`src/rtl/brms_pkg.sv`:
```
// ----------------------------------------------------------------------------
// brms_pkg: shared types and constants of the block RMS level meter
// Field widths, per-channel accumulator sizes and the handshake structs
// between the sequencer and the divide/root unit.
// ----------------------------------------------------------------------------
package brms_pkg;

    // channel count and block length limit
    localparam int CHANNELS  = 8;
    localparam int MAX_BLOCK = 4096;

    // field and state widths
    localparam int CH_W    = 3;
    localparam int SMP_W   = 24;
    localparam int LVL_W   = 24;
    localparam int SUM_W   = 59;
    localparam int CNT_W   = 13;
    localparam int ALPHA_W = 17;
    localparam int PROD_W  = 2 * SMP_W;
    localparam int MIX_W   = 40;

    // block mean of squares never exceeds 2^46, so 47 quotient bits suffice
    localparam int MEAN_W     = 47;
    localparam int DIV_HI_W   = SUM_W - MEAN_W;
    localparam int SQRT_STEPS = (MEAN_W + 1) / 2;
    localparam int STEP_W     = 6;

    // configuration port
    localparam int PADDR_W = 3;
    localparam int PDATA_W = 32;

    localparam logic [ALPHA_W-1:0] ALPHA_ONE = 17'h10000;

    // request to the divide/root unit
    typedef struct packed {
        logic             start;
        logic [SUM_W-1:0] sum;
        logic [CNT_W-1:0] count;
    } t_ds_req;

    // response from the divide/root unit
    typedef struct packed {
        logic             done;
        logic [LVL_W-1:0] root;
    } t_ds_rsp;

endpackage

```
`src/rtl/brms_div_sqrt.sv`:
```
// ----------------------------------------------------------------------------
// brms_div_sqrt: iterative mean and square root
// Restoring division of the square sum by the sample count, one quotient bit
// a cycle, then a digit-by-digit floor square root, one root bit a cycle.
// ----------------------------------------------------------------------------
module brms_div_sqrt (
    input  logic              i_clk,
    input  logic              i_rst_n,
    input  brms_pkg::t_ds_req i_req,
    output brms_pkg::t_ds_rsp o_rsp
);
    import brms_pkg::*;

    typedef enum logic [1:0] {
        D_IDLE,
        D_DIV,
        D_SQRT
    } t_dstate;

    t_dstate             r_state;
    logic                r_done;
    logic [STEP_W-1:0]   r_step;
    logic [CNT_W-1:0]    r_rem;
    logic [CNT_W-1:0]    r_div;
    logic [MEAN_W-1:0]   r_dvd;
    logic                r_zero;
    logic [2*SQRT_STEPS-1:0] r_rad;
    logic [LVL_W+1:0]    r_srem;
    logic [LVL_W-1:0]    r_root;

    logic [CNT_W:0]      div_trial;
    logic [CNT_W:0]      div_diff;
    logic                qbit;
    logic [LVL_W+3:0]    sq_cur;
    logic [LVL_W+3:0]    sq_trial;
    logic [LVL_W+3:0]    sq_diff;
    logic                rbit;

    // one division step: shift in the next dividend bit, try the subtract
    always_comb begin
        div_trial = {r_rem, r_dvd[MEAN_W-1]};
        div_diff  = div_trial - {1'b0, r_div};
        qbit      = (div_trial >= {1'b0, r_div});
    end

    // one root step: bring down two radicand bits, try root*4 + 1
    always_comb begin
        sq_cur   = {r_srem, r_rad[2*SQRT_STEPS-1 -: 2]};
        sq_trial = {2'b00, r_root, 2'b01};
        sq_diff  = sq_cur - sq_trial;
        rbit     = (sq_cur >= sq_trial);
    end

    // sequence division then root
    always_ff @(posedge i_clk) begin
        if (!i_rst_n) begin
            r_state <= D_IDLE;
            r_done  <= 1'b0;
            r_step  <= '0;
        end else begin
            // flag the root once its last bit is in
            r_done <= (r_state == D_SQRT) && (r_step == STEP_W'(SQRT_STEPS - 1));
            case (r_state)
                D_IDLE: begin
                    if (i_req.start) begin
                        // high sum bits stay below the count, so start there
                        r_rem   <= {1'b0, i_req.sum[SUM_W-1 -: DIV_HI_W]};
                        r_dvd   <= i_req.sum[MEAN_W-1:0];
                        r_div   <= i_req.count;
                        r_zero  <= (i_req.count == '0);
                        r_step  <= '0;
                        r_state <= D_DIV;
                    end
                end
                D_DIV: begin
                    r_rem <= qbit ? div_diff[CNT_W-1:0] : div_trial[CNT_W-1:0];
                    r_dvd <= {r_dvd[MEAN_W-2:0], qbit};
                    if (r_step == STEP_W'(MEAN_W - 1)) begin
                        // empty count gives a zero mean
                        r_rad   <= r_zero ? '0 : {1'b0, r_dvd[MEAN_W-2:0], qbit};
                        r_srem  <= '0;
                        r_root  <= '0;
                        r_step  <= '0;
                        r_state <= D_SQRT;
                    end else begin
                        r_step <= r_step + 1'b1;
                    end
                end
                D_SQRT: begin
                    r_srem <= rbit ? sq_diff[LVL_W+1:0] : sq_cur[LVL_W+1:0];
                    r_root <= {r_root[LVL_W-2:0], rbit};
                    r_rad  <= {r_rad[2*SQRT_STEPS-3:0], 2'b00};
                    if (r_step == STEP_W'(SQRT_STEPS - 1)) begin
                        r_state <= D_IDLE;
                    end else begin
                        r_step <= r_step + 1'b1;
                    end
                end
                default: begin
                    r_state <= D_IDLE;
                end
            endcase
        end
    end

    assign o_rsp.done = r_done;
    assign o_rsp.root = r_root;

endmodule

```
`src/rtl/block_rms_level_meter_unit.sv`:
```
// ----------------------------------------------------------------------------
// block_rms_level_meter_unit: per-channel block RMS meter with smoothing
// Accumulates squares per channel; at block end divides, takes the root and
// updates a one-pole smoothed level through one shared multiplier.
// ----------------------------------------------------------------------------
//  channel  | direction | handshake               | payload
//  ---------+-----------+-------------------------+-----------------------------
//  in       | sink      | i_in_valid / o_in_stall | kind, channel, sample, block_end
//  out      | source    | o_out_valid/i_out_stall | channel, rms, level, overlong
//  cfg      | APB slave | psel/penable/pready     | smoothing_alpha at address 0
//
//  A sample without block end is accepted, squared and accumulated.
//  A block-end sample also goes through the bit-serial divide and the
//  bit-serial root in brms_div_sqrt, plus the multiply steps.
//  o_in_stall is high from acceptance until the item is finished.
//  A finished result waits in the output register; a later block end holds
//  in its last step while that register is still full.
//  Reset clears all channel state and the smoothing weight at once.
// ----------------------------------------------------------------------------
module block_rms_level_meter_unit (
    input  logic                           i_clk,
    input  logic                           i_rst_n,
    // input channel
    input  logic                           i_in_valid,
    output logic                           o_in_stall,
    input  logic                           i_kind,
    input  logic [brms_pkg::CH_W-1:0]      i_channel,
    input  logic signed [brms_pkg::SMP_W-1:0] i_sample,
    input  logic                           i_block_end,
    // output channel
    output logic                           o_out_valid,
    input  logic                           i_out_stall,
    output logic [brms_pkg::CH_W-1:0]      o_out_channel,
    output logic [brms_pkg::LVL_W-1:0]     o_instant_rms,
    output logic [brms_pkg::LVL_W-1:0]     o_smoothed_level,
    output logic                           o_overlong,
    // configuration port
    input  logic                           psel,
    input  logic                           penable,
    input  logic                           pwrite,
    input  logic [brms_pkg::PADDR_W-1:0]   paddr,
    input  logic [brms_pkg::PDATA_W-1:0]   pwdata,
    output logic [brms_pkg::PDATA_W-1:0]   prdata,
    output logic                           pready
);
    import brms_pkg::*;

    typedef enum logic [2:0] {
        S_IDLE,
        S_SQUARE,
        S_ACCUM,
        S_START,
        S_ROOT,
        S_MIX1,
        S_MIX2,
        S_MIX3
    } t_state;

    t_state              r_state;
    logic [ALPHA_W-1:0]  r_alpha;
    logic [CH_W-1:0]     r_ch;
    logic [SMP_W-1:0]    r_mag;
    logic                r_end;
    logic [PROD_W-1:0]   r_prod;
    logic [MIX_W-1:0]    r_mix;
    logic [LVL_W-1:0]    r_rms;

    logic [SUM_W-1:0]    r_sum   [CHANNELS];
    logic [CNT_W-1:0]    r_count [CHANNELS];
    logic                r_mark  [CHANNELS];
    logic [LVL_W-1:0]    r_level [CHANNELS];

    logic                r_o_valid;
    logic [CH_W-1:0]     r_o_channel;
    logic [LVL_W-1:0]    r_o_rms;
    logic [LVL_W-1:0]    r_o_level;
    logic                r_o_overlong;

    logic                in_xfer;
    logic                cfg_write;
    logic [SMP_W-1:0]    in_mag;
    logic                ch_ok;
    logic [ALPHA_W-1:0]  alpha_sat;
    logic [ALPHA_W-1:0]  alpha_rest;
    logic [SMP_W-1:0]    mul_a;
    logic [SMP_W-1:0]    mul_b;
    logic [PROD_W-1:0]   mul_p;
    logic [MIX_W-1:0]    mix_sum;
    logic                out_free;
    logic                out_load;
    t_ds_req             ds_req;
    t_ds_rsp             ds_rsp;

    // input transfer, magnitude and channel range
    assign in_xfer = i_in_valid && !o_in_stall;
    assign in_mag  = i_sample[SMP_W-1] ? (SMP_W'(0) - SMP_W'(i_sample))
                                       : SMP_W'(i_sample);
    assign ch_ok   = ({1'b0, i_channel} < (CH_W + 1)'(CHANNELS));

    // saturate the weight to one and form its complement
    assign alpha_sat  = (r_alpha > ALPHA_ONE) ? ALPHA_ONE : r_alpha;
    assign alpha_rest = ALPHA_ONE - alpha_sat;

    // shared multiplier: square, then the two smoothing products
    always_comb begin
        case (r_state)
            S_MIX1: begin
                mul_a = SMP_W'(alpha_rest);
                mul_b = r_rms;
            end
            S_MIX2: begin
                mul_a = SMP_W'(alpha_sat);
                mul_b = r_level[r_ch];
            end
            default: begin
                mul_a = r_mag;
                mul_b = r_mag;
            end
        endcase
        mul_p = mul_a * mul_b;
    end

    assign mix_sum  = r_mix + r_prod[MIX_W-1:0];
    assign out_free = !r_o_valid || !i_out_stall;
    assign out_load = (r_state == S_MIX3) && out_free;

    // divide/root request for the finishing channel
    assign ds_req.start = (r_state == S_START);
    assign ds_req.sum   = r_sum[r_ch];
    assign ds_req.count = r_count[r_ch];

    brms_div_sqrt u_div_sqrt (
        .i_clk   (i_clk),
        .i_rst_n (i_rst_n),
        .i_req   (ds_req),
        .o_rsp   (ds_rsp)
    );

    // sequencer, channel state and output register
    always_ff @(posedge i_clk) begin
        if (!i_rst_n) begin
            r_state   <= S_IDLE;
            r_o_valid <= 1'b0;
            for (int c = 0; c < CHANNELS; c++) begin
                r_sum[c]   <= '0;
                r_count[c] <= '0;
                r_mark[c]  <= 1'b0;
                r_level[c] <= '0;
            end
        end else begin
            // load a finished result, or drop it once it is taken
            if (out_load) begin
                r_o_valid <= 1'b1;
            end else if (r_o_valid && !i_out_stall) begin
                r_o_valid <= 1'b0;
            end
            case (r_state)
                S_IDLE: begin
                    if (in_xfer) begin
                        if (i_kind) begin
                            for (int c = 0; c < CHANNELS; c++) begin
                                r_sum[c]   <= '0;
                                r_count[c] <= '0;
                                r_mark[c]  <= 1'b0;
                                r_level[c] <= '0;
                            end
                        end else if (ch_ok) begin
                            r_ch    <= i_channel;
                            r_mag   <= in_mag;
                            r_end   <= i_block_end;
                            r_state <= S_SQUARE;
                        end
                    end
                end
                S_SQUARE: begin
                    r_prod  <= mul_p;
                    r_state <= S_ACCUM;
                end
                S_ACCUM: begin
                    if (r_count[r_ch] < CNT_W'(MAX_BLOCK)) begin
                        r_sum[r_ch]   <= r_sum[r_ch] + SUM_W'(r_prod);
                        r_count[r_ch] <= r_count[r_ch] + 1'b1;
                    end else begin
                        r_mark[r_ch] <= 1'b1;
                    end
                    r_state <= r_end ? S_START : S_IDLE;
                end
                S_START: begin
                    r_state <= S_ROOT;
                end
                S_ROOT: begin
                    if (ds_rsp.done) begin
                        r_rms   <= ds_rsp.root;
                        r_state <= S_MIX1;
                    end
                end
                S_MIX1: begin
                    r_prod  <= mul_p;
                    r_state <= S_MIX2;
                end
                S_MIX2: begin
                    r_mix   <= r_prod[MIX_W-1:0];
                    r_prod  <= mul_p;
                    r_state <= S_MIX3;
                end
                S_MIX3: begin
                    // hold until the output register is free
                    if (out_free) begin
                        r_level[r_ch] <= mix_sum[MIX_W-1 -: LVL_W];
                        r_o_channel   <= r_ch;
                        r_o_rms       <= r_rms;
                        r_o_level     <= mix_sum[MIX_W-1 -: LVL_W];
                        r_o_overlong  <= r_mark[r_ch];
                        r_sum[r_ch]   <= '0;
                        r_count[r_ch] <= '0;
                        r_mark[r_ch]  <= 1'b0;
                        r_state       <= S_IDLE;
                    end
                end
                default: begin
                    r_state <= S_IDLE;
                end
            endcase
        end
    end

    // configuration register
    assign cfg_write = psel && penable && pwrite && pready;

    always_ff @(posedge i_clk) begin
        if (!i_rst_n) begin
            r_alpha <= '0;
        end else if (cfg_write && (paddr[PADDR_W-1] == 1'b0)) begin
            r_alpha <= pwdata[ALPHA_W-1:0];
        end
    end

    assign prdata = (paddr[PADDR_W-1] == 1'b0) ? PDATA_W'(r_alpha) : '0;
    assign pready = 1'b1;

    // ports
    assign o_in_stall       = (r_state != S_IDLE);
    assign o_out_valid      = r_o_valid;
    assign o_out_channel    = r_o_channel;
    assign o_instant_rms    = r_o_rms;
    assign o_smoothed_level = r_o_level;
    assign o_overlong       = r_o_overlong;

`ifndef SYNTHESIS
    // the root only completes while the sequencer waits for it
    a_done_in_root: assert property (@(posedge i_clk) disable iff (!i_rst_n)
        ds_rsp.done |-> (r_state == S_ROOT))
        else $error("root result outside wait step");

    // a root of a mean square of Q1.23 samples stays within full scale
    a_root_range: assert property (@(posedge i_clk) disable iff (!i_rst_n)
        ds_rsp.done |-> (ds_rsp.root <= 24'h800000))
        else $error("root above full scale");

    // a new result only follows the smoothing step
    a_out_source: assert property (@(posedge i_clk) disable iff (!i_rst_n)
        $rose(o_out_valid) |-> $past(r_state == S_MIX3))
        else $error("result raised outside final step");

    // the sample count never passes the block limit
    a_count_limit: assert property (@(posedge i_clk) disable iff (!i_rst_n)
        (r_state == S_START) |-> (r_count[r_ch] <= CNT_W'(MAX_BLOCK)))
        else $error("sample count above block limit");
`endif

endmodule

```
`config.mk`:
```
export PLATFORM = sky130hd
export DESIGN_NAME = block_rms_level_meter_unit
export DESIGN_NICKNAME = d
export VERILOG_FILES = /design/src/rtl/brms_pkg.sv /design/src/rtl/brms_div_sqrt.sv /design/src/rtl/block_rms_level_meter_unit.sv
export SDC_FILE = /design/constraint.sdc
export NUM_CORES = 2
export LEC_CHECK = 0
export BUFFER_PORTS_ARGS = -buffer_cell sky130_fd_sc_hd__buf_2
export CAP_MARGIN = 10
export CORE_UTILIZATION = 48
export CTS_CLUSTER_DIAMETER = 30
export DETAILED_ROUTE_END_ITERATION = 12
export GPL_ROUTABILITY_DRIVEN = 0
export PLACE_DENSITY = 0.74
export SETUP_SLACK_MARGIN = 0.05
export SYNTH_ARGS = -nofsm -noshare
export SYNTH_HDL_FRONTEND = slang
export SYNTH_SLANG_ARGS = --single-unit
```
`constraint.sdc`:
```
create_clock -name i_clk -period 18.96 [get_ports i_clk]
set_input_delay 1.896 -clock i_clk [delete_from_list [all_inputs] [get_ports i_clk]]
set_output_delay 1.896 -clock i_clk [all_outputs]
set_load 0.005 [all_outputs]
```
# Word-level counts from Yosys, hierarchy flattened
# Memory sizes are Yosys's and may differ from the RTL's. A register that Yosys moved wholly into a read port is not among the register bits.
# Index checks and enable logic that the tools add are counted.
dict set report word_totals {
  out_inout_bits 87
  mem_bits_rw 776
  elab_cells 233
  mem_count 4
  regBits 393
}
dict set report classes {
  order_cmp 4
  addsub 8
  n_mul 1
  reduce_logical 35
  muxes 102
  eq_ne 19
  bitwise_logic 37
}
# name depth width read_ports rd_ports_with_merged_regs wr line_no
set mem_list {}
lappend mem_list {r_sum 8 59 1 1 8 block_rms_level_meter_unit.sv:68} ;# logic [SUM_W-1:0] r_sum [CHANNELS];
lappend mem_list {r_level 8 24 1 1 8 block_rms_level_meter_unit.sv:71} ;# logic [LVL_W-1:0] r_level [CHANNELS];
lappend mem_list {r_count 8 13 1 1 8 block_rms_level_meter_unit.sv:69} ;# logic [CNT_W-1:0] r_count [CHANNELS];
lappend mem_list {r_mark 8 1 1 1 8 block_rms_level_meter_unit.sv:70} ;# logic r_mark [CHANNELS];
# op count
set ops {}
lappend ops {{59-bit two-way mux} 10}
lappend ops {{24-bit two-way mux} 10}
lappend ops {{13-bit two-way mux} 12}
lappend ops {{24-bit one-hot mux with 2 select lines} 3}
lappend ops {{48-bit one-hot mux with 2 select lines} 1}
lappend ops {{47-bit two-way mux} 2}
lappend ops {{47-bit one-hot mux with 2 select lines} 1}
lappend ops {{59-bit by 48-bit adder with 59-bit output} 1}
lappend ops {{59-bit OR reduction} 1}
lappend ops {{26-bit two-way mux} 2}
lappend ops {{26-bit one-hot mux with 2 select lines} 1}
lappend ops {{24-bit by 24-bit multiplier with 48-bit output} 1}
lappend ops {{48-bit two-way mux} 1}
lappend ops {{40-bit adder} 1}
lappend ops {{1-bit OR} 35}
lappend ops {{1-bit two-way mux} 34}
lappend ops {{17-bit two-way mux} 2}
lappend ops {{3-bit two-way mux} 11}
lappend ops {{28-bit by 26-bit greater-or-equal comparator with 1-bit output} 1}
lappend ops {{13-bit one-hot mux with 2 select lines} 1}
lappend ops {{26-bit subtractor} 1}
lappend ops {{3-bit one-hot mux with 8 select lines} 1}
lappend ops {{24-bit OR reduction} 1}
lappend ops {{1-bit by 24-bit subtractor with 24-bit output, first input constant} 1}
lappend ops {{other kinds (36)} 71}

# Longest topological paths before layout
dict set report depth {
  ltp_word 9
  depth_mapped 39
  mapped_depth_nobuf 35
}

# By module
# Synthesis repeated with hierarchy kept, for this count alone.
dict set report unflattened {
  hier_cells 6567
  area_unflattened_um2 74965.6
}
# module area_per_inst_um2 seq_area_each_um2 cells_each n_inst
set modules_own_cells {}
lappend modules_own_cells {block_rms_level_meter_unit 65260.1 29498.3 5691 1}
lappend modules_own_cells {brms_div_sqrt 9705.6 5345.1 876 1}

# Worst setup path after synthesis
# Ideal clock, no wire load.
dict set report synth_timing {
  path_kind {reg2reg}
  from {register r_alpha[3]}
  to {register r_prod[47], data pin}
  period_less_slack_ns 9.044
  arrival_ns 8.779
  setup_ns 0.265
  path_slack_ns 9.916
  n_path_buf 5
  stages_incl_launch_ff 38
  path_cell_list {dfxtp_1 > clkbuf_2 > nor3_1 > nand3_1 > o31ai_2 > nand2_1 > ha_1 > clkbuf_1 > o21ai_1 > buf_2 > nand2_1 > o21ai_0 > a21o_1 > buf_4 > nand2_1 > fa_1 > inv_1 > fa_1 > (+2 left out) > fa_1 > inv_1 > fa_1 > fa_1 > inv_1 > fa_1 > inv_1 > ha_1 > clkbuf_1 > nand3_1 > nor3_1 > nand2_1 > a21oi_1 > nor3_1 > o31ai_1 > a21oi_1 > and4b_1 > or3_1}
}
dict set report synth_between {
  elab_chain_cells 5
}
# element line_no
set synth_rtl {}
lappend synth_rtl {{start: declaration} block_rms_level_meter_unit.sv:60} ;# logic [ALPHA_W-1:0] r_alpha;
lappend synth_rtl {{start signal: assignment} block_rms_level_meter_unit.sv:234} ;# r_alpha <= pwdata[ALPHA_W-1:0];
lappend synth_rtl {{17-bit greater-than comparator} block_rms_level_meter_unit.sv:101} ;# assign alpha_sat = (r_alpha > ALPHA_ONE) ? ALPHA_ONE : r_alpha;
lappend synth_rtl {{17-bit two-way mux (*)} block_rms_level_meter_unit.sv:101}
lappend synth_rtl {{17-bit subtractor} block_rms_level_meter_unit.sv:102} ;# assign alpha_rest = ALPHA_ONE - alpha_sat;
lappend synth_rtl {{24-bit one-hot mux with 2 select lines (*)} block_rms_level_meter_unit.sv:106} ;# case (r_state)
lappend synth_rtl {{24-bit by 24-bit multiplier with 48-bit output (*)} block_rms_level_meter_unit.sv:120} ;# mul_p = mul_a * mul_b;
lappend synth_rtl {{via mul_p[47]} block_rms_level_meter_unit.sv:87} ;# logic [PROD_W-1:0] mul_p;
lappend synth_rtl {{end signal: assignment} block_rms_level_meter_unit.sv:176} ;# r_prod <= mul_p;
lappend synth_rtl {{end signal: assignment} block_rms_level_meter_unit.sv:198} ;# r_prod <= mul_p;
lappend synth_rtl {{end signal: assignment} block_rms_level_meter_unit.sv:203} ;# r_prod <= mul_p;
lappend synth_rtl {{end: declaration} block_rms_level_meter_unit.sv:64} ;# logic [PROD_W-1:0] r_prod;
# Mark *: on every way through the listed nets, which the timed path passes. The rest lies on a longest branch.
# A chain may end at the register's enable or synchronous reset.

# Worst setup path in the final report
dict set report layout_timing {
  from {register r_alpha[16]}
  to {register r_prod[47], data pin}
}
# The elaborated chain is that of the path after synthesis.

==> results.md <==
- Status: completed
- Crit path depth: 31
- WL final: 215000 um
- Post-Syn Area: ~0.075 sq mm
- Starting Density: 0.483
- Fraction of registers with async set/reset: 0
- Ys flop type: edfxtp_1
- Area of the multi-input gates: between 0.03 and 0.04 sq mm
- Share of cells above drive strength 1: 0.153
- Crit-path max cell delay: between 0.9 and 1 ns
- Crit Path Category: register to register
- Crit-path most repeated cell: fa_1
- Yosys top cell area share: 0.452
- Cell with the most instances after synthesis: edfxtp_1
- Worst R2R Path Depth: 31
- Part of the cycle the worst path needs: 0.587
- Worst path bufs/invs: 5
- Clock sink count: between 1k and 1.5k
- Syn avg cell area: ~12 sq um
- WP data arrival: between 10 and 15 ns
- EDFF count, synth: approximately 1.1k
- Register area: between 0.03 and 0.04 sq mm
- P&R area growth vs syn: 14.5%
- Num rows: approximately 150
- Worst reg2reg path startpoint: r_alpha[16]$_SDFFE_PN0P_
- First-pass GRT wire length: ~330000 um
- Root Buffer: clkbuf_16
- CTS Buf Count: 233
- Vias/cell: around 6.0
- Worst-path clk slew: 0.05 ns
- # Post-CTS Setup Buffers: 0
- Slew Limit Fails: 0
- IO Count: ~160
- Pwr Density: ~190 mW/mm^2
- Diodes inserted: 0
- Drt first pass iters: 8
- Seq/Total Area, Yosys: 0.462
- CP max FO: 22
- Hold Path Depth: 0
- Worst Skew: just under 0.09 ns
- Max-cap violations: 0
- Pin count of the biggest net entering global routing: 102
- Synth warnings: 0
- Synth cell types: approximately 120
- Peak VDD IR: 351 uV
- Hold Fails Final Rpt: 0
- Number of global-route vias before repair: between 50k and 60k
- Gate count after technology mapping: between 6k and 7k
- PostCTS Resize Cnt: 0
- Max Clk Rate: 89.8 MHz
- Most area-consuming cells after synthesis: edfxtp_1, fa_1, mux4_2, nor2_1, ha_1
- Grt total ovfl: 0
- Via count: ~53k
- Layout fillers: 12.4k
- Post-route ant nets: 0
- Drt wl/cell: approximately 24 um
- Leak pwr: 36.1 nW
- CP Capture Type: register
- Worst rel slew slack: 0.106
- Critical Path RT: 19.53 ns
- Clk_lat worst skew: between 0.8 and 0.9 ns
- Setup TNS: 0 ns
- Starting DRC count in detailed routing: approximately 5.8k
- CP max stage cell: o21ai_0
- Setup Viol. Count Final: 0
- Largest area contributor in the netlist: edfxtp_1
- Hpwl dp: ~140000 um
- Worst slack, placed: 8.19 ns
- Die Span X: between 300 and 400 um
- Overall die height: about 400 um
- Core footprint: roughly 0.16 sq mm
- Initial antenna violation count: 6
- RSZ-0062 raised after global routing: no
- Worst Max-Slew Pin Slew: approximately 1.3 ns
- Commonest cells post-synth: edfxtp_1, nor2_1, inv_1, nand2_1, fa_1
- Nets: between 7k and 8k
- Final WS setup: 7.83 ns
- CTS tree: yes
- Die area: 0.159 sq mm
- Critical path's top delay family: adder cells
- Tmin final: 11.13 ns
- Longest Clk Path Bufs: 3
- Number of synthesized register bits: roughly 1.2k
- Port Buffer Count: roughly 120
- Hold path start: u_div_sqrt.r_root[23]$_SDFFCE_PN0P_
- Total GRT Usage: 0.272
- Critical Path Start Type: register
- Crit path launch: r_alpha[16]$_SDFFE_PN0P_
- H-Tree Depth: 4
- CTS Hold Bufs: 0
- DRC Markers: 0
- Worst hold path class: register to register
==> power by group <==
part           switching [mW]  total [mW]  leakage, nW  internal [mW]
clock network            1.45        4.23         3.94           2.78
logic                    5.51        8.73         20.3           3.22
registers               0.117        3.49         11.8           3.37
==> kinds of logic (layout without fill, tap and decap cells) <==
family	count (synthesis)	count (layout)	share of synthesized area
flip-flops	1173	1173	0.462
buffers and inverters	1059	1398	0.0575
other	2	16	0.0000996
AO/OA/AOI/OAI	780	780	0.0733
adder cells (fa/ha/maj)	792	792	0.180
XOR/XNOR	182	182	0.0224
multiplexers	373	373	0.0838
AND/OR/NAND/NOR	2117	2117	0.121
==> registers in the layout, summed over array words and instances, names as in the netlist, 6 cells and up, named ones only <==
register	flops
r_mag	24
r_mark	8
r_sum	472
u_div_sqrt.r_rad	48
o_smoothed_level	24
r_count	104
u_div_sqrt.r_srem	26
u_div_sqrt.r_div	13
u_div_sqrt.r_dvd	47
r_rms	24
u_div_sqrt.r_step	6
r_mix	40
u_div_sqrt.r_rem	13
r_prod	48
u_div_sqrt.r_root	24
r_level	192
o_instant_rms	24
r_alpha	17
==> layer usage <==
metal  GRT usage  vias to the layer above  part of all wire
met5           0                        -           0.00020
met4       0.159                        6             0.064
met3      0.0718                      700              0.11
met2       0.428                     3281              0.46
met1       0.338                    26212              0.36
li1            -                    22734                 -
==> through the flow <==
step / power (mW) / instances / instance area, sq um / util / hold WS, ns
after floorplan: 9.42 / 6492 / 75400 / - / 0.424
after global placement: 11.7 / 8449 / 78100 / 0.500 / 0.436
after detailed placement: 11.8 / 8449 / 78100 / 0.500 / 0.452
after CTS: 16.2 / 8889 / 86300 / 0.553 / 0.468
after global routing: 17.4 / 8889 / 86300 / 0.553 / 0.476
final: 16.4 / 8889 / 86300 / 0.553 / 0.458
==> cell type report <==
cell class,count,area share
clock inverters,181,0.0258
flip-flops and latches,1173,0.404
repair buffers,231,0.0169
clock buffers,259,0.0695
multi-input cells,4260,0.422
well taps,2058,0.0298
inverters,727,0.0316
==> worst reg2reg max path, delay by kind of cell (launching register included) <==
kind | cells | cell delay, ns
AND/OR/NAND/NOR | 10 | 2.03
AO/OA/AOI/OAI | 7 | 2.94
adder cells (fa/ha/maj) | 9 | 4.42
flip-flops | 1 | 0.84
buffers and inverters | 5 | 0.64
==> worst paths after layout <==
check	endpoint	slack, ns
worst max-delay path	r_prod[47]$_DFFE_PP_	7.83
worst min-delay path	r_rms[23]$_DFFE_PP_	0.46
worst max register to register	r_prod[47]$_DFFE_PP_	7.83
worst min register to register	r_rms[23]$_DFFE_PP_	0.46
==> layout by cell type, fill, tap and decap left out, types with 108 or more instances in the layout <==
| cell type | synthesis | routed |
|---|---|---|
| a21oi_1 | 220 | 219 |
| buf_2 | 66 | 124 |
| clkbuf_16 | 0 | 236 |
| edfxtp_1 | 1135 | 1135 |
| fa_1 | 484 | 484 |
| ha_1 | 308 | 306 |
| inv_1 | 721 | 721 |
| mux2_2 | 108 | 108 |
| mux4_2 | 182 | 182 |
| nand2_1 | 589 | 577 |
| nor2_1 | 1082 | 1076 |
| o21ai_0 | 118 | 118 |
| xnor2_1 | 128 | 128 |
Note: power is estimated with default switching activity, not from simulation.
